===== src/design/ldtb_pkg.sv =====
package ldtb_pkg;

  localparam int MAX_LEVEL  = 100;
  localparam int COUNT_BITS = 24;
  localparam int BLINK_BITS = 18;

  // brightness*255/MAX_LEVEL as a multiply by a rounded-up reciprocal
  localparam int SCALE_SHIFT = 22;
  localparam logic [22:0] SCALE_RECIP = 23'((2**SCALE_SHIFT + MAX_LEVEL - 1) / MAX_LEVEL);

  localparam logic [2:0] REQ_POWER  = 3'd0;
  localparam logic [2:0] REQ_BRIGHT = 3'd1;
  localparam logic [2:0] REQ_TIMER  = 3'd2;
  localparam logic [2:0] REQ_BLINK  = 3'd3;
  localparam logic [2:0] REQ_TICK   = 3'd4;

  localparam logic [1:0] ST_DONE   = 2'd0;
  localparam logic [1:0] ST_RANGE  = 2'd1;
  localparam logic [1:0] ST_EXPIRY = 2'd2;
  localparam logic [1:0] ST_QUIET  = 2'd3;

  localparam int CHG_POWER  = 0;
  localparam int CHG_BRIGHT = 1;
  localparam int CHG_TIMER  = 2;
  localparam int CHG_BLINK  = 3;

  localparam logic [2:0] CFG_TIMER_SHORT  = 3'd0;
  localparam logic [2:0] CFG_TIMER_MEDIUM = 3'd1;
  localparam logic [2:0] CFG_TIMER_LONG   = 3'd2;
  localparam logic [2:0] CFG_BLINK_SLOW   = 3'd3;
  localparam logic [2:0] CFG_BLINK_MEDIUM = 3'd4;
  localparam logic [2:0] CFG_BLINK_FAST   = 3'd5;

  typedef logic [COUNT_BITS-1:0] cnt_t;
  typedef logic [BLINK_BITS-1:0] blink_cnt_t;

  typedef struct packed {
    logic       power;
    logic [6:0] brightness;
    logic [1:0] timer_mode;
    logic [1:0] blink_mode;
    cnt_t       shutoff_count;
    blink_cnt_t blink_count;
    logic       blink_phase;
    logic [7:0] drive_level;
  } state_t;

  typedef struct packed {
    logic [21:0] timer_short_ms;
    logic [21:0] timer_medium_ms;
    logic [21:0] timer_long_ms;
    logic [15:0] blink_slow_ms;
    logic [15:0] blink_medium_ms;
    logic [15:0] blink_fast_ms;
  } cfg_t;

  typedef struct packed {
    logic [2:0]        req_type;
    logic [7:0]        request_tag;
    logic              power_on;
    logic              is_delta;
    logic signed [7:0] set_value;
    logic [15:0]       elapsed_ms;
  } item_t;

  typedef struct packed {
    logic [1:0] status;
    logic [7:0] tag_echo;
    logic [3:0] changed_bits;
    logic [7:0] pwm_level;
    logic       light_power;
    logic [6:0] brightness_level;
    logic [1:0] timer_mode_now;
    logic [1:0] blink_mode_now;
  } result_t;

  function automatic logic [7:0] scale_level(input logic [6:0] level);
    logic [14:0] n;
    logic [37:0] p;
    n = {level, 8'b0} - {8'b0, level};
    p = {23'b0, n} * {15'b0, SCALE_RECIP};
    return p[SCALE_SHIFT+7:SCALE_SHIFT];
  endfunction

endpackage


===== src/design/ldtb_req_if.sv =====
interface ldtb_req_if;
  logic              valid;
  logic              ready;
  logic [2:0]        req_type;
  logic [7:0]        request_tag;
  logic              power_on;
  logic              is_delta;
  logic signed [7:0] set_value;
  logic [15:0]       elapsed_ms;

  modport source (
    output valid, req_type, request_tag, power_on, is_delta, set_value, elapsed_ms,
    input  ready
  );

  modport sink (
    input  valid, req_type, request_tag, power_on, is_delta, set_value, elapsed_ms,
    output ready
  );
endinterface


===== src/design/ldtb_rsp_if.sv =====
interface ldtb_rsp_if;
  logic       valid;
  logic       ready;
  logic [1:0] status;
  logic [7:0] tag_echo;
  logic [3:0] changed_bits;
  logic [7:0] pwm_level;
  logic       light_power;
  logic [6:0] brightness_level;
  logic [1:0] timer_mode_now;
  logic [1:0] blink_mode_now;

  modport source (
    output valid, status, tag_echo, changed_bits, pwm_level, light_power,
           brightness_level, timer_mode_now, blink_mode_now,
    input  ready
  );

  modport sink (
    input  valid, status, tag_echo, changed_bits, pwm_level, light_power,
           brightness_level, timer_mode_now, blink_mode_now,
    output ready
  );
endinterface


===== src/design/ldtb_step.sv =====
module ldtb_step
  import ldtb_pkg::*;
(
  input  state_t  st,
  input  cfg_t    cfg,
  input  item_t   item,
  output state_t  st_next,
  output result_t res
);

  localparam logic signed [9:0] MAX_S = 10'(MAX_LEVEL);

  logic signed [9:0] value_s;
  logic signed [9:0] bri_sum;
  logic [6:0]        bri_next;
  logic              bri_chg;
  logic              bri_bad;
  logic signed [9:0] tm_tgt;
  logic signed [9:0] bl_tgt;
  logic              tm_bad;
  logic              bl_bad;
  logic              tm_same;
  logic              bl_same;
  logic [7:0]        scaled;
  logic              cnt_le0;
  logic              blink_le0;
  logic [1:0]        status;
  logic [3:0]        bits;
  state_t            nx;

  function automatic cnt_t timer_load(input logic [1:0] mode, input cfg_t c);
    cnt_t v;
    case (mode)
      2'd1:    v = COUNT_BITS'(c.timer_short_ms);
      2'd2:    v = COUNT_BITS'(c.timer_medium_ms);
      2'd3:    v = COUNT_BITS'(c.timer_long_ms);
      default: v = '0;
    endcase
    return v;
  endfunction

  function automatic blink_cnt_t blink_load(input logic [1:0] mode, input cfg_t c);
    blink_cnt_t v;
    case (mode)
      2'd1:    v = BLINK_BITS'(c.blink_slow_ms);
      2'd2:    v = BLINK_BITS'(c.blink_medium_ms);
      default: v = BLINK_BITS'(c.blink_fast_ms);
    endcase
    return v;
  endfunction

  assign value_s = 10'(item.set_value);
  assign bri_sum = signed'({3'b000, st.brightness}) + value_s;

  always_comb begin
    bri_next = st.brightness;
    bri_chg  = 1'b0;
    bri_bad  = 1'b0;
    if (item.is_delta) begin
      if (bri_sum > MAX_S) begin
        if (st.brightness != 7'(MAX_LEVEL)) begin
          bri_next = 7'(MAX_LEVEL);
          bri_chg  = 1'b1;
        end
      end else if (bri_sum < 10'sd0) begin
        if (st.brightness != 7'd0) begin
          bri_next = 7'd0;
          bri_chg  = 1'b1;
        end
      end else begin
        bri_next = bri_sum[6:0];
        bri_chg  = 1'b1;
      end
    end else if (value_s < 10'sd0 || value_s > MAX_S) begin
      bri_bad = 1'b1;
    end else if (st.brightness != value_s[6:0]) begin
      bri_next = value_s[6:0];
      bri_chg  = 1'b1;
    end
  end

  // mode targets: step or absolute, legal range 0..3
  assign tm_tgt  = item.is_delta ? signed'({8'b0, st.timer_mode}) + value_s : value_s;
  assign bl_tgt  = item.is_delta ? signed'({8'b0, st.blink_mode}) + value_s : value_s;
  assign tm_bad  = tm_tgt < 10'sd0 || tm_tgt > 10'sd3;
  assign bl_bad  = bl_tgt < 10'sd0 || bl_tgt > 10'sd3;
  assign tm_same = !item.is_delta && tm_tgt[1:0] == st.timer_mode;
  assign bl_same = !item.is_delta && bl_tgt[1:0] == st.blink_mode;

  assign scaled = scale_level(item.req_type == REQ_BRIGHT ? bri_next : st.brightness);

  assign cnt_le0   = st.shutoff_count[COUNT_BITS-1] || st.shutoff_count == '0;
  assign blink_le0 = st.blink_count[BLINK_BITS-1] || st.blink_count == '0;

  always_comb begin
    nx     = st;
    status = ST_DONE;
    bits   = 4'b0;
    unique case (item.req_type)
      REQ_POWER: begin
        if (st.power != item.power_on) begin
          bits[CHG_POWER] = 1'b1;
          if (st.timer_mode != 2'd0) begin
            nx.timer_mode   = 2'd0;
            bits[CHG_TIMER] = 1'b1;
          end
          if (st.blink_mode != 2'd0) begin
            nx.blink_mode   = 2'd0;
            nx.blink_count  = '0;
            bits[CHG_BLINK] = 1'b1;
          end
          nx.power       = item.power_on;
          nx.drive_level = item.power_on ? scaled : 8'd0;
        end
      end
      REQ_BRIGHT: begin
        if (bri_bad) begin
          status = ST_RANGE;
        end else if (bri_chg) begin
          nx.brightness    = bri_next;
          bits[CHG_BRIGHT] = 1'b1;
          if (!st.power) begin
            nx.power        = 1'b1;
            bits[CHG_POWER] = 1'b1;
          end
          nx.drive_level = scaled;
        end
      end
      REQ_TIMER: begin
        if (tm_bad) begin
          status = ST_RANGE;
        end else if (!tm_same) begin
          nx.timer_mode    = tm_tgt[1:0];
          nx.shutoff_count = timer_load(tm_tgt[1:0], cfg);
          bits[CHG_TIMER]  = 1'b1;
          if (!st.power) begin
            nx.power        = 1'b1;
            nx.drive_level  = scaled;
            bits[CHG_POWER] = 1'b1;
          end
        end
      end
      REQ_BLINK: begin
        if (bl_bad) begin
          status = ST_RANGE;
        end else if (!bl_same) begin
          nx.blink_mode   = bl_tgt[1:0];
          nx.blink_phase  = 1'b1;
          bits[CHG_BLINK] = 1'b1;
          if (!st.power) begin
            nx.power        = 1'b1;
            nx.drive_level  = scaled;
            bits[CHG_POWER] = 1'b1;
          end
        end
      end
      REQ_TICK: begin
        status = ST_QUIET;
        if (st.timer_mode != 2'd0) begin
          if (cnt_le0) begin
            nx.shutoff_count = '0;
            nx.timer_mode    = 2'd0;
            nx.power         = 1'b0;
            nx.drive_level   = 8'd0;
            bits[CHG_POWER]  = 1'b1;
            bits[CHG_TIMER]  = 1'b1;
            status           = ST_EXPIRY;
            if (st.blink_mode != 2'd0) begin
              nx.blink_mode   = 2'd0;
              nx.blink_count  = '0;
              bits[CHG_BLINK] = 1'b1;
            end
          end else begin
            nx.shutoff_count = st.shutoff_count - COUNT_BITS'(item.elapsed_ms);
          end
        end
        if (nx.blink_mode != 2'd0) begin
          if (blink_le0) begin
            nx.blink_phase = ~st.blink_phase;
            nx.drive_level = nx.blink_phase ? scaled : 8'd0;
            nx.blink_count = blink_load(nx.blink_mode, cfg);
          end else begin
            nx.blink_count = st.blink_count - BLINK_BITS'(item.elapsed_ms);
          end
        end
      end
      default: begin
        status = ST_RANGE;
      end
    endcase
  end

  assign st_next = nx;

  assign res.status           = status;
  assign res.tag_echo         = item.request_tag;
  assign res.changed_bits     = bits;
  assign res.pwm_level        = nx.drive_level;
  assign res.light_power      = nx.power;
  assign res.brightness_level = nx.brightness;
  assign res.timer_mode_now   = nx.timer_mode;
  assign res.blink_mode_now   = nx.blink_mode;

endmodule


===== src/design/led_dimmer_timer_blink_controller_core.sv =====
// LED light controller: power, dimming, shutoff timer and blink control.
// req (sink): one beat per request or time tick; rsp (source): exactly one
// beat per request, in order, carrying status, changed bits and every
// current property. Both use valid/ready; a beat moves when both are high.
// cfg_we/cfg_index/cfg_data write the six timing registers (timer short,
// medium, long; blink slow, medium, fast); write only while the block is idle.
// A request taken into the input register is processed when the response
// register is free or draining. Throughput is one beat per cycle while rsp does not stall: all work
// for a beat sits between the input register and the response register, and
// the state updates in that same cycle, so back-to-back beats chain directly.
// The only multiplier is the brightness to PWM scaling.
// When rsp stalls, the response register holds, one more request is taken
// into the input register, and req.ready then drops until rsp drains.
// rst (synchronous) empties both registers, restores the property defaults
// (off, brightness 100, no timer, no blink) and the register defaults.
module led_dimmer_timer_blink_controller_core
  import ldtb_pkg::*;
(
  input  logic        clk,
  input  logic        rst,
  ldtb_req_if.sink    req,
  ldtb_rsp_if.source  rsp,
  input  logic        cfg_we,
  input  logic [2:0]  cfg_index,
  input  logic [21:0] cfg_data
);

  cfg_t    cfg;
  state_t  st;
  state_t  st_next;
  item_t   in_item;
  logic    in_vld;
  result_t res;
  result_t out_res;
  logic    out_vld;
  logic    process;

  assign process   = in_vld && (!out_vld || rsp.ready);
  assign req.ready = !in_vld || process;

  ldtb_step u_step (
    .st      (st),
    .cfg     (cfg),
    .item    (in_item),
    .st_next (st_next),
    .res     (res)
  );

  always_ff @(posedge clk) begin
    if (rst) begin
      cfg.timer_short_ms  <= 22'd300000;
      cfg.timer_medium_ms <= 22'd600000;
      cfg.timer_long_ms   <= 22'd3600000;
      cfg.blink_slow_ms   <= 16'd1500;
      cfg.blink_medium_ms <= 16'd700;
      cfg.blink_fast_ms   <= 16'd300;
    end else if (cfg_we) begin
      unique case (cfg_index)
        CFG_TIMER_SHORT:  cfg.timer_short_ms  <= cfg_data;
        CFG_TIMER_MEDIUM: cfg.timer_medium_ms <= cfg_data;
        CFG_TIMER_LONG:   cfg.timer_long_ms   <= cfg_data;
        CFG_BLINK_SLOW:   cfg.blink_slow_ms   <= cfg_data[15:0];
        CFG_BLINK_MEDIUM: cfg.blink_medium_ms <= cfg_data[15:0];
        CFG_BLINK_FAST:   cfg.blink_fast_ms   <= cfg_data[15:0];
        default: ;
      endcase
    end
  end

  always_ff @(posedge clk) begin
    if (rst) begin
      st.power         <= 1'b0;
      st.brightness    <= 7'(MAX_LEVEL);
      st.timer_mode    <= 2'd0;
      st.blink_mode    <= 2'd0;
      st.shutoff_count <= '0;
      st.blink_count   <= '0;
      st.blink_phase   <= 1'b0;
      st.drive_level   <= 8'd0;
    end else if (process) begin
      st <= st_next;
    end
  end

  always_ff @(posedge clk) begin
    if (rst) begin
      in_vld <= 1'b0;
    end else if (req.ready) begin
      in_vld <= req.valid;
    end
  end

  always_ff @(posedge clk) begin
    if (req.ready && req.valid) begin
      in_item.req_type    <= req.req_type;
      in_item.request_tag <= req.request_tag;
      in_item.power_on    <= req.power_on;
      in_item.is_delta    <= req.is_delta;
      in_item.set_value   <= req.set_value;
      in_item.elapsed_ms  <= req.elapsed_ms;
    end
  end

  always_ff @(posedge clk) begin
    if (rst) begin
      out_vld <= 1'b0;
    end else if (process) begin
      out_vld <= 1'b1;
    end else if (rsp.ready) begin
      out_vld <= 1'b0;
    end
  end

  always_ff @(posedge clk) begin
    if (process) begin
      out_res <= res;
    end
  end

  assign rsp.valid            = out_vld;
  assign rsp.status           = out_res.status;
  assign rsp.tag_echo         = out_res.tag_echo;
  assign rsp.changed_bits     = out_res.changed_bits;
  assign rsp.pwm_level        = out_res.pwm_level;
  assign rsp.light_power      = out_res.light_power;
  assign rsp.brightness_level = out_res.brightness_level;
  assign rsp.timer_mode_now   = out_res.timer_mode_now;
  assign rsp.blink_mode_now   = out_res.blink_mode_now;

endmodule


===== src/flat_wrapper.sv =====
// flat-port wrapper written by rule: the top's interface ports become plain ports
module led_dimmer_timer_blink_controller_core_flat import ldtb_pkg::*;
  (clk, rst, cfg_we, cfg_index, cfg_data, req_valid, req_req_type, req_request_tag, req_power_on, req_is_delta, req_set_value, req_elapsed_ms, req_ready, rsp_valid, rsp_status, rsp_tag_echo, rsp_changed_bits, rsp_pwm_level, rsp_light_power, rsp_brightness_level, rsp_timer_mode_now, rsp_blink_mode_now, rsp_ready);
  ldtb_req_if req_i ();
  ldtb_rsp_if rsp_i ();
  input  logic clk;
  input  logic rst;
  input  logic cfg_we;
  input  logic [2:0] cfg_index;
  input  logic [21:0] cfg_data;
  input wire logic [$bits(req_i.valid)-1:0] req_valid;
  input wire logic [$bits(req_i.req_type)-1:0] req_req_type;
  input wire logic [$bits(req_i.request_tag)-1:0] req_request_tag;
  input wire logic [$bits(req_i.power_on)-1:0] req_power_on;
  input wire logic [$bits(req_i.is_delta)-1:0] req_is_delta;
  input wire logic [$bits(req_i.set_value)-1:0] req_set_value;
  input wire logic [$bits(req_i.elapsed_ms)-1:0] req_elapsed_ms;
  output wire logic [$bits(req_i.ready)-1:0] req_ready;
  output wire logic [$bits(rsp_i.valid)-1:0] rsp_valid;
  output wire logic [$bits(rsp_i.status)-1:0] rsp_status;
  output wire logic [$bits(rsp_i.tag_echo)-1:0] rsp_tag_echo;
  output wire logic [$bits(rsp_i.changed_bits)-1:0] rsp_changed_bits;
  output wire logic [$bits(rsp_i.pwm_level)-1:0] rsp_pwm_level;
  output wire logic [$bits(rsp_i.light_power)-1:0] rsp_light_power;
  output wire logic [$bits(rsp_i.brightness_level)-1:0] rsp_brightness_level;
  output wire logic [$bits(rsp_i.timer_mode_now)-1:0] rsp_timer_mode_now;
  output wire logic [$bits(rsp_i.blink_mode_now)-1:0] rsp_blink_mode_now;
  input wire logic [$bits(rsp_i.ready)-1:0] rsp_ready;
  assign req_i.valid = req_valid;
  assign req_i.req_type = req_req_type;
  assign req_i.request_tag = req_request_tag;
  assign req_i.power_on = req_power_on;
  assign req_i.is_delta = req_is_delta;
  assign req_i.set_value = req_set_value;
  assign req_i.elapsed_ms = req_elapsed_ms;
  assign req_ready = req_i.ready;
  assign rsp_valid = rsp_i.valid;
  assign rsp_status = rsp_i.status;
  assign rsp_tag_echo = rsp_i.tag_echo;
  assign rsp_changed_bits = rsp_i.changed_bits;
  assign rsp_pwm_level = rsp_i.pwm_level;
  assign rsp_light_power = rsp_i.light_power;
  assign rsp_brightness_level = rsp_i.brightness_level;
  assign rsp_timer_mode_now = rsp_i.timer_mode_now;
  assign rsp_blink_mode_now = rsp_i.blink_mode_now;
  assign rsp_i.ready = rsp_ready;
  led_dimmer_timer_blink_controller_core u_core (.clk(clk), .rst(rst), .req(req_i), .rsp(rsp_i), .cfg_we(cfg_we), .cfg_index(cfg_index), .cfg_data(cfg_data));
endmodule

===== config.mk =====
export PLATFORM = sky130hd
export DESIGN_NAME = led_dimmer_timer_blink_controller_core_flat
export DESIGN_NICKNAME = d
export VERILOG_FILES = /design/src/design/ldtb_pkg.sv /design/src/design/ldtb_req_if.sv /design/src/design/ldtb_rsp_if.sv /design/src/design/ldtb_step.sv /design/src/design/led_dimmer_timer_blink_controller_core.sv /design/src/flat_wrapper.sv
export SDC_FILE = /design/constraint.sdc
export NUM_CORES = 1
export LEC_CHECK = 0
export BUFFER_PORTS_ARGS = -buffer_cell sky130_fd_sc_hd__buf_4
export CORE_MARGIN = 2
export CORE_UTILIZATION = 60
export CTS_CLUSTER_DIAMETER = 30
export DETAILED_ROUTE_END_ITERATION = 12
export GPL_ROUTABILITY_DRIVEN = 0
export HOLD_SLACK_MARGIN = 0.05
export PLACE_DENSITY = 0.89
export SLEW_MARGIN = 20
export SYNTH_ARGS = -nofsm -noshare
export SYNTH_HDL_FRONTEND = slang
export SYNTH_HIERARCHICAL = 1
export SYNTH_SLANG_ARGS = --single-unit

===== constraint.sdc =====
create_clock -name clk -period 15.45 [get_ports clk]
set_input_delay 1.545 -clock clk [delete_from_list [all_inputs] [get_ports clk]]
set_output_delay 1.545 -clock clk [all_outputs]
set_load 0.1 [all_outputs]

-- Word-level counts from Yosys, hierarchy flattened
Index checks and enable logic that the tools add are counted.
- output and inout port bits: 36
- word-level logic and storage cells: 212
- bits in registers: 250
- reduce and logical (&&, ||, !) cells: 36
- multiply operators: 1
- bitwise logic cells: 2
- $add $sub $neg: 6
- equality and inequality tests: 29
- order comparisons: 8
- multiplexer cells: 99
- operators by type and width (operator ; count):
    8-bit 2-to-1 mux ; 12
    46-bit 2-to-1 mux ; 2
    18-bit 2-to-1 mux ; 4
    24-bit 2-to-1 mux ; 3
    22-bit case mux with 3 select lines ; 1
    7-bit 2-to-1 mux ; 9
    24-bit case mux with 2 select lines ; 1
    8-bit case mux with 5 select lines ; 1
    1-bit 2-to-1 mux ; 38
    18-bit case mux with 2 select lines ; 1
    16-bit case mux with 2 select lines ; 1
    10-bit by 1-bit less-than comparator with 1-bit output, second input constant ; 3
    15-bit by 13-bit multiplier with 27-bit output, second input constant ; 1
    27-bit 2-to-1 mux ; 1
    9-bit 2-to-1 mux ; 3
    24-bit zero test ; 1
    24-bit by 16-bit subtractor with 24-bit output ; 1
    10-bit by 3-bit greater-than comparator with 1-bit output, second input constant ; 2
    10-bit 2-to-1 mux ; 2
    2-bit 2-to-1 mux ; 10
    3-bit by 8-bit adder with 9-bit output ; 2
    18-bit zero test ; 1
    18-bit by 16-bit subtractor with 18-bit output ; 1
    2-bit inequality test, second input constant ; 8
    other kinds (32) ; 72

-- Longest topological paths before layout
Gate-level depths: netlist of run 1.
- depth in word-level cells: 12
- gate-level depth with buffers: 40

-- Modules after synthesis
Netlist of run 1, hierarchy kept.
- modules (own cells, without submodules) (module ; cells each ; instances ; area each (um2)):
    led_dimmer_timer_blink_controller_core ; 841 ; 1 ; 8989.9
    ldtb_step ; 1235 ; 1 ; 8847.2

-- Worst setup path after synthesis of run 1
Ideal clock, no wire load.
- kind: reg-to-reg
- from: register u_core/in_item[17] (netlist name)
- to: register u_core/st[2] (netlist name)
- path buffers: 2
- data required time: 15.324 ns
- slack: 6.718 ns
- data arrival time: 8.606 ns
- stages on the path, launching flop included: 38
- setup time: 0.126 ns
- clock period less this slack: 8.732 ns
- path through: edfxtp_1 clkbuf_1 inv_1 fa_1 nand2b_1 a21oi_1 o31ai_1 a311oi_1 nand3_1 o221ai_1 inv_1 ha_1 and3_1 nand2_1 xnor2_1 inv_1 fa_1 inv_1 (+2 left out) fa_1 inv_1 fa_1 inv_1 ha_1 a2111oi_0 o31ai_1 a21oi_1 o21ai_0 a21oi_1 xor2_1 o2111a_1 a21oi_1 a2111oi_0 nor3_1 buf_4 nand2b_1 mux2i_1
- RTL lines (what ; RTL line ; source):
    start, declared ; led_dimmer_timer_blink_controller_core.sv:31 ; item_t in_item;

==> impl_metrics.env, run 1 <==
export IMPL_yosys_warnings=6
export IMPL_max_stage_delay_ns=0.61
export IMPL_io_pins=103
export IMPL_hold_path_class="flip-flop to flip-flop"
export IMPL_arrival_ns=10.75
export IMPL_drtIter0Drc=1975
export IMPL_dpl_cell_count=2447
export IMPL_max_slew_margin_rel=0.183
export IMPL_die_area_mm2=0.0311
export IMPL_cts_htree_levels=2
export IMPL_worstSkewPairLatency_ns=0.59
export IMPL_whs_path_depth=0
export IMPL_antenna_cells=0
export IMPL_critPathMostFrequentCell="inv_1"
export IMPL_cts_setup_buffers=0
export IMPL_cts_repair_resize_count=0
export IMPL_place_area_mm2=0.0186
export IMPL_cp_depth=36
export IMPL_synth_seq_cells=250
export IMPL_path_clk_slew_ns=0.05
export IMPL_via_per_inst=6.17
export IMPL_hold_viol=0
export IMPL_drt_total_wl_um=48200
export IMPL_place_hpwl_um=32600
export IMPL_cpMaxStageDelayCell="a2111oi_0"
export IMPL_cts_tree="yes"
export IMPL_dp_slack_ns=5.43
export IMPL_final_max_slew_viol_count=0
export IMPL_grt_max_degree=100
export IMPL_powerDensity_mw_per_mm2=140
export IMPL_num_vias=15716
export IMPL_nets=2399
export IMPL_grt_pass1_wl_um=77500
export IMPL_syn_area_mm2=0.0178
export IMPL_use_met2=0.509
export IMPL_syn_nets=2362
export IMPL_drive_gt1_frac=0.110
export IMPL_mostFrequentLayoutCell="nand2_1"
export IMPL_max_cap_violations=0
export IMPL_yosysSeqAreaShare=0.320
export IMPL_die_w_um=176
export IMPL_synth_area_per_cell_um2=8.59
export IMPL_cts_sinks=250
export IMPL_status="completed"
export IMPL_fillCellCount=2081
export IMPL_io_buffers=102
export IMPL_synthArstFlopShare=0
export IMPL_instances_no_fill=2548
export IMPL_synthCells=2076
export IMPL_cp_required_ns=15.83
export IMPL_finalSetupTns_ns=0
export IMPL_drc_errors=0
export IMPL_p_leak_nw=8.50
export IMPL_wl_per_cell_um=18.9
export IMPL_cts_made_buffers=54
export IMPL_cp_num_buf_inv=6
export IMPL_hold_buffers=0
export IMPL_areaGrowthSynthToFinish_pct=14.5
export IMPL_start_util=0.605
export IMPL_ff2ff_path_depth=36
export IMPL_root_buffer="clkbuf_16"
export IMPL_reg2reg_slack_ns=5.09
export IMPL_end_kind="flip-flop"
export IMPL_max_freq_mhz=96.5
export IMPL_worstPathMaxFanout=10
export IMPL_use_met1=0.387
export IMPL_ir_drop_uv=96.1
export IMPL_synth_main_ff_cell="dfxtp_1"
export IMPL_final_cell_area_mm2=0.0204
export IMPL_clock_skew_final_ns=0.0602
export IMPL_track_usage=0.307
export IMPL_rsz0062_at_grt="no"
export IMPL_synth_cell_types=81
export IMPL_grt_pass1_vias=15249
export IMPL_synth_edff_count=71
export IMPL_fin_crit_sh=0.671
export IMPL_gr_usage_met3=0.0603
export IMPL_grt_busiest_layer="met2"
export IMPL_drtPass1Iterations=6
export IMPL_postRouteAntennaNets=0
export IMPL_critical_path_top_delay_family="adder cells"
export IMPL_core_area_mm2=0.0295
export IMPL_worst_setup_path_start_kind="flip-flop"
export IMPL_overflow=0
export IMPL_fin_ws_ns=5.09
export IMPL_mostFrequentLayoutCells="nand2_1, a21oi_1, inv_1"
export IMPL_setup_viol=0
export IMPL_p_total_mw=2.86
export IMPL_die_y_um=176
export IMPL_fin_crit_ns=10.36
export IMPL_rows=63
export IMPL_tightestPinTransition_ns=1.23
export IMPL_grt_antenna_before_repair=0
export IMPL_clock_path_buffers=3
export IMPL_path_class="flip-flop to flip-flop"
-- Yosys cell counts (all sizes together), types with 20 or more instances --
cell,count,share of area
ha,149,0.10
edfxtp,71,0.12
nor2,116,0.024
mux2i,81,0.046
nand3,20,0.0056
inv,202,0.043
xnor2,33,0.016
xor2,21,0.010
nand2b,133,0.047
o21ai,59,0.017
clkbuf,65,0.014
dfxtp,179,0.20
a22oi,22,0.0093
buf,67,0.024
nor3,78,0.022
nand2,270,0.057
a21oi,215,0.061
fa,70,0.079
-- worst paths after layout --
path	startpoint	endpoint
worst min-delay path	u_core/in_item[27]$_DFFE_PP_	u_core/rsp.tag_echo[1]$_DFFE_PP_
worst min register to register	u_core/in_item[27]$_DFFE_PP_	u_core/rsp.tag_echo[1]$_DFFE_PP_
worst max register to register	u_core/in_item[16]$_DFFE_PP_	u_core/st[2]$_SDFFE_PP0P_
worst max-delay path	u_core/in_item[16]$_DFFE_PP_	u_core/st[2]$_SDFFE_PP0P_
-- registers in the layout (all words and copies together) (netlist names) --
signal                       count
u_core/cfg                     114
u_core/st                       63
u_core/in_item                  37
u_core/rsp.pwm_level             8
u_core/rsp.tag_echo              8
u_core/rsp.brightness_level      7
u_core/rsp.changed_bits          4
u_core/rsp.blink_mode_now        2
u_core/rsp.status                2
u_core/rsp.timer_mode_now        2
u_core/in_vld                    1
u_core/rsp.light_power           1
u_core/rsp.valid                 1
-- stage by stage --
stage | utilization | hold WS, ns
6_report | 0.693 | 0.415
5_1_grt | 0.693 | 0.425
4_1_cts | 0.693 | 0.417
3_5_place_dp | 0.629 | 0.410
3_3_place_gp | 0.629 | 0.401
2_1_floorplan | - | 0.436
-- layout make-up --
cell class                 count  area [um^2]  area share
clock buffer                  66         1430      0.0698
tap                          390          488      0.0239
timing repair buffer         113          852      0.0417
inverter                     202          758      0.0371
sequential                   250         5720       0.280
clock inverter                35          440      0.0216
multi-input combinational   1492        10700       0.526
-- metal layers --
layer / part of all wire / wire (um) / vias to the layer above
li1: - / - / 7153
met1: 0.39 / 18900 / 7504
met2: 0.47 / 22800 / 861
met3: 0.089 / 4300 / 198
met4: 0.046 / 2240 / 0
met5: 0 / 0 / -
-- power by group --
part           internal [mW]  total [mW]  switching (mW)
Combinational          0.384       0.987           0.604
Sequential             0.699       0.714          0.0148
Clock                  0.766        1.16           0.396
Total                   1.85        2.86            1.01
-- kinds of logic after synthesis --
kind of cell,count (synthesis),share of synthesized area
flops,250,0.320
buf+inv,334,0.0802
compound gates,438,0.151
mux,85,0.0484
xor+xnor,54,0.0265
fa+ha+maj,219,0.183
simple gates,696,0.190
No activity file was read; power rests on OpenSTA's default activity.
==> run 2, diff against run 1 <==
Settings changed: CORE_UTILIZATION 60 to 57, PLACE_DENSITY 0.89 to 0.88.
Clock period 15.45 ns to 9.4 ns, I/O delays scaled along.
==> run 2 against run 1 <==
Against the previous run:
- sequential power rose by 64%
- register-to-register slack worse by 4.6 ns
- wire length shrank 0.92%
- core utilization shrank 1.4 points
- critical path depth rose by 2
- critical path type unchanged
- largest power group unchanged
- highest routed layer unchanged
==> impl_metrics.env, run 2 (synthesis results as in run 1) <==
export IMPL_status="completed"
export IMPL_max_cap_violations=0
export IMPL_clock_skew_final_ns=0.0237
export IMPL_setup_viol=0
export IMPL_max_freq_mhz=112
export IMPL_grt_pass1_wl_um=76100
export IMPL_place_hpwl_um=31900
export IMPL_p_int_mw=3.23
export IMPL_cpMaxStageDelayCell="fa_1"
export IMPL_drtIter0Drc=1821
export IMPL_path_clk_slew_ns=0.05
export IMPL_grt_pass1_vias=15212
export IMPL_instances_no_fill=2578
export IMPL_final_max_slew_viol_count=0
export IMPL_cts_sinks=250
export IMPL_clock_path_buffers=3
export IMPL_core_area_mm2=0.0307
export IMPL_max_slew_margin_rel=0.326
export IMPL_max_stage_delay_ns=0.54
export IMPL_p_leak_nw=8.68
export IMPL_powerDensity_mw_per_mm2=238
export IMPL_track_usage=0.283
export IMPL_pwr_share_comb=0.346
export IMPL_ff2ff_path_depth=38
export IMPL_via_per_inst=6.07
export IMPL_end_kind="flip-flop"
export IMPL_root_buffer="clkbuf_16"
export IMPL_die_y_um=181
export IMPL_cts_tree="yes"
export IMPL_worstSkewPairLatency_ns=0.58
export IMPL_reg_largest_list="u_core/cfg: 114 flops, u_core/st: 63 flops, u_core/in_item: 37 flops"
export IMPL_whs_path_depth=0
export IMPL_p_seq_frac=0.236
export IMPL_areaGrowthSynthToFinish_pct=16.8
export IMPL_io_buffers=102
export IMPL_mostFrequentLayoutCells="nand2_1, a21oi_1, inv_1"
export IMPL_antenna_cells=0
export IMPL_rows=64
export IMPL_mostFrequentLayoutCell="nand2_1"
export IMPL_die_w_um=181
export IMPL_fin_crit_ns=8.92
export IMPL_ir_drop_uv=175
export IMPL_tightestPinTransition_ns=1.01
export IMPL_die_area_mm2=0.0327
export IMPL_start_util=0.582
export IMPL_drive_gt1_frac=0.128
export IMPL_switchingPower_mw=1.72
export IMPL_wl_per_cell_um=18.5
export IMPL_postRouteAntennaNets=0
export IMPL_drtPass1Iterations=9
export IMPL_timing_hold_ws_ns=0.418
export IMPL_arrival_ns=9.34
export IMPL_worst_setup_path_start_kind="flip-flop"
export IMPL_hold_viol=0
export IMPL_grt_antenna_before_repair=0
export IMPL_drt_total_wl_um=47800
export IMPL_final_util=0.679
export IMPL_dpl_cell_count=2463
export IMPL_drc_errors=0
export IMPL_io_pins=103
export IMPL_overflow=0
export IMPL_num_vias=15638
export IMPL_critPathMostFrequentCell="inv_1"
export IMPL_grt_max_degree=121
export IMPL_cts_made_buffers=57
export IMPL_fin_crit_sh=0.949
export IMPL_regMostFlops="u_core/cfg"
export IMPL_nets=2420
export IMPL_cts_htree_levels=2
export IMPL_power_share_clock=0.417
export IMPL_cp_required_ns=9.82
export IMPL_path_class="flip-flop to flip-flop"
export IMPL_hold_path_class="flip-flop to flip-flop"
export IMPL_largest_reg_flops=114
export IMPL_worstPathMaxFanout=5
export IMPL_p_sw_frac=0.348
-- run 2: cell count changes in the layout (fill, tap and decap cells not counted), sizes merged --
cell / change
buf: +18
clkinv: -6
inv: +6
clkinvlp: +4
bufinv: +2
-- run 2: cell type report --
type / count / area [um^2]
clock buffer: 66 / 1520
clock inverter: 41 / 502
fill: 2160 / 9840
inverter: 202 / 758
multi-input combinational: 1492 / 10800
sequential: 250 / 5720
tap: 396 / 495
timing repair buffer: 131 / 987
-- run 2: what timing repair did --
item | CTS | global route
setup buffers | 0 | 8
endpoints found under the hold margin | 0 | 0
endpoints found under the setup margin | 2 | 13
hold buffers | 0 | 0
pin swaps | 0 | 5
gates resized for setup | 4 | 18
-- run 2: per-stage QoR --
stage | setup slack [ns] | power (mW) | cell area, um^2 | setup TNS [ns]
3_3_place_gp | 0.441 | 2.67 | 18600 | 0
4_1_cts | 0.124 | 4.89 | 20700 | 0
2_1_floorplan | 0.668 | 2.37 | 17800 | 0
3_5_place_dp | -0.201 | 2.78 | 18600 | -0.327
6_report | 0.479 | 4.95 | 20800 | 0
5_1_grt | -0.0658 | 5.24 | 20800 | -0.0759
-- run 2: routing by layer --
layer	wire [um]	share of wire	GRT usage
met4	2310	0.048	0.132
met1	18600	0.39	0.358
met5	0	0	0
met2	23000	0.48	0.476
met3	3920	0.082	0.0429
-- run 2: path summary, 6_finish.rpt --
check | from | to | slack [ns]
min | u_core/in_item[29]$_DFFE_PP_ | u_core/rsp.tag_echo[3]$_DFFE_PP_ | 0.42
max | u_core/st[55]$_SDFFE_PP0P_ | u_core/st[2]$_SDFFE_PP0P_ | 0.48
min reg2reg | u_core/in_item[29]$_DFFE_PP_ | u_core/rsp.tag_echo[3]$_DFFE_PP_ | 0.42
max reg2reg | u_core/st[55]$_SDFFE_PP0P_ | u_core/st[2]$_SDFFE_PP0P_ | 0.48
-- run 2: critical path: cells and delay by family, from the launching register on --
kind	cells	cell delay, ns
flops	1	0.39
compound gates	13	2.83
xor+xnor	1	0.24
mux	2	0.32
fa+ha+maj	9	3.52
buf+inv	7	0.53
simple gates	6	0.93
-- run 2: power by group through the flow --
stage | registers [mW] | clock network (mW) | logic, mW
2_1_floorplan | 1.25 | 0 | 1.12
3_3_place_gp | 1.19 | 0 | 1.49
3_5_place_dp | 1.19 | 0 | 1.59
4_1_cts | 1.17 | 2.08 | 1.64
5_1_grt | 1.17 | 2.15 | 1.92
6_report | 1.17 | 2.07 | 1.71
==> run 3, diff against run 2 <==
Settings changed: CELL_PAD_IN_SITES_DETAIL_PLACEMENT set to 1, CELL_PAD_IN_SITES_GLOBAL_PLACEMENT set to 2, CORE_UTILIZATION 57 to 35.
==> run 3 against run 2 <==
Against the previous run:
- worst hold slack lost 0.0016 ns
- combinational power barely moved
- sequential cell count unchanged
- critical endpoint unchanged
==> impl_metrics.env, run 3 (synthesis results as in run 1) <==
export IMPL_hold_path_end="u_core/rsp.tag_echo[4]$_DFFE_PP_"
export IMPL_finalSetupTns_ns=0
export IMPL_io_buffers=102
export IMPL_drt_total_wl_um=55600
export IMPL_grt_busiest_layer="met2"
export IMPL_hold_viol=0
export IMPL_clock_skew_final_ns=0.0291
export IMPL_power_share_clock=0.457
export IMPL_end_kind="flip-flop"
export IMPL_setup_viol=0
export IMPL_clock_path_buffers=3
export IMPL_p_sw_frac=0.340
export IMPL_nets=2443
export IMPL_drtIter0Drc=874
export IMPL_cpMaxStageDelayCell="fa_1"
export IMPL_powerDensity_mw_per_mm2=246
export IMPL_fin_crit_sh=0.964
export IMPL_cts_tree="yes"
export IMPL_hold_path_class="flip-flop to flip-flop"
export IMPL_p_leak_nw=8.95
export IMPL_cts_sinks=250
export IMPL_timing_hold_ws_ns=0.416
export IMPL_postRouteAntennaNets=0
export IMPL_grt_pass1_vias=16531
export IMPL_grt_max_degree=107
export IMPL_use_met1=0.265
export IMPL_path_class="flip-flop to flip-flop"
export IMPL_die_w_um=230
export IMPL_ff2ff_path_depth=38
export IMPL_track_usage=0.211
export IMPL_final_max_slew_viol_count=0
export IMPL_drc_errors=0
export IMPL_drtPass1Iterations=5
export IMPL_num_vias=15349
export IMPL_antenna_cells=0
export IMPL_drive_gt1_frac=0.132
export IMPL_place_hpwl_um=39200
export IMPL_max_freq_mhz=110
export IMPL_largest_reg_flops=114
export IMPL_fillCellCount=5847
export IMPL_wl_per_cell_um=19.3
export IMPL_max_stage_delay_ns=0.54
export IMPL_ir_drop_uv=176
export IMPL_gr_usage_met3=0.0396
export IMPL_fin_ws_ns=0.343
export IMPL_r2r_start="u_core/st[55]$_SDFFE_PP0P_"
export IMPL_arrival_ns=9.54
export IMPL_mostFrequentLayoutCell="nand2_1"
export IMPL_place_area_mm2=0.0190
export IMPL_instances_no_fill=2889
export IMPL_worstSkewPairLatency_ns=0.60
export IMPL_cp_required_ns=9.88
export IMPL_fin_crit_ns=9.06
export IMPL_status="completed"
export IMPL_worst_setup_path_start_kind="flip-flop"
export IMPL_whs_path_depth=0
export IMPL_switchingPower_mw=1.81
export IMPL_die_y_um=230
export IMPL_cts_htree_levels=3
export IMPL_rr_endpoint="u_core/st[2]$_SDFFE_PP0P_"
export IMPL_reg2reg_slack_ns=0.34
export IMPL_final_cell_area_mm2=0.0216
export IMPL_cts_made_buffers=75
export IMPL_mostFrequentLayoutCells="nand2_1, a21oi_1, inv_1"
export IMPL_reg_largest_list="u_core/cfg: 114 flops, u_core/st: 63 flops, u_core/in_item: 37 flops"
export IMPL_dpl_cell_count=2744
export IMPL_io_pins=103
export IMPL_worstPathMaxFanout=7
export IMPL_via_per_inst=5.31
export IMPL_tightestPinTransition_ns=1.03
export IMPL_hp_start="u_core/in_item[30]$_DFFE_PP_"
export IMPL_core_area_mm2=0.0503
export IMPL_grt_antenna_before_repair=0
export IMPL_start_util=0.355
export IMPL_regMostFlops="u_core/cfg"
export IMPL_p_seq_frac=0.220
export IMPL_p_int_mw=3.52
export IMPL_root_buffer="clkbuf_16"
export IMPL_overflow=0
export IMPL_max_cap_violations=0
export IMPL_critPathMostFrequentCell="inv_1"
export IMPL_grt_pass1_wl_um=88900
export IMPL_pwr_share_comb=0.323
export IMPL_dp_slack_ns=0.0270
export IMPL_areaGrowthSynthToFinish_pct=21.3
export IMPL_rows=82
export IMPL_die_area_mm2=0.0528
export IMPL_use_met2=0.357
export IMPL_path_clk_slew_ns=0.04
export IMPL_max_slew_margin_rel=0.310
==> run 3: cell count changes in the layout (fill, tap and decap cells not counted), sizes merged <==
cell,change
clkinv,+4
bufinv,-3
clkbuf,+43
inv,-9
clkinvlp,-5
buf,+5
==> run 3: how the worst max path moves through the flow <==
stage,slack (ns),from,to
floorplan,0.67,u_core/in_item[17]$_DFFE_PP_,u_core/st[2]$_SDFFE_PP0P_
finish,0.34,u_core/st[55]$_SDFFE_PP0P_,u_core/st[2]$_SDFFE_PP0P_
global route,-0.07,u_core/st[55]$_SDFFE_PP0P_,u_core/st[2]$_SDFFE_PP0P_
CTS,0.005,u_core/st[55]$_SDFFE_PP0P_,u_core/st[2]$_SDFFE_PP0P_
detailed placement,0.03,u_core/st[55]$_SDFFE_PP0P_,u_core/st[2]$_SDFFE_PP0P_
global placement,0.54,u_core/st[55]$_SDFFE_PP0P_,u_core/st[2]$_SDFFE_PP0P_
==> run 3: final cells by class <==
type,instances,area [um^2],area share
multi-input cells,1492,10800,0.500
repair buffers,136,1020,0.0474
well taps,672,841,0.0389
inverters,202,758,0.0350
flip-flops and latches,250,5720,0.264
clock buffers,109,2120,0.0982
clock inverters,28,345,0.0160
==> run 3: power by group through the flow <==
stage               clock network (mW)  registers, mW  logic, mW
floorplan                            0           1.25       1.12
global placement                     0           1.19       1.57
detailed placement                   0           1.19       1.63
CTS                               2.48           1.17       1.68
global route                      2.55           1.18       1.96
finish                            2.44           1.17       1.72
==> run 3: critical path, delay by kind of cell, from the launching register on <==
family                     cells  cell delay, ns
muxes                          2            0.32
xor gates and xnor gates       1            0.20
and+or+nand+nor                6            1.28
adders and majority gates      9            3.47
DFF                            1            0.40
AOI/OAI and AO/OA             12            2.61
buffers and inverters          8            0.65
==> run 3: repair_timing <==
| item | in CTS | in global routing |
|---|---|---|
| buffers inserted | 0 | 8 |
| pin swaps | 0 | 2 |
| resized for setup | 4 | 16 |
| endpoints found under the setup margin | 2 | 13 |
| hold buffers | 0 | 0 |
==> run 3: stage by stage <==
step | utilization | power (mW)
after floorplan | - | 2.37
after detailed placement | 0.378 | 2.82
after global placement | 0.378 | 2.75
after CTS | 0.428 | 5.33
after global routing | 0.430 | 5.68
final | 0.430 | 5.33
==> run 3: per-layer routing <==
layer / wire [um] / share of wire
met5: 0 / 0
met4: 1970 / 0.035
met3: 2410 / 0.043
met2: 26500 / 0.48
met1: 24800 / 0.45
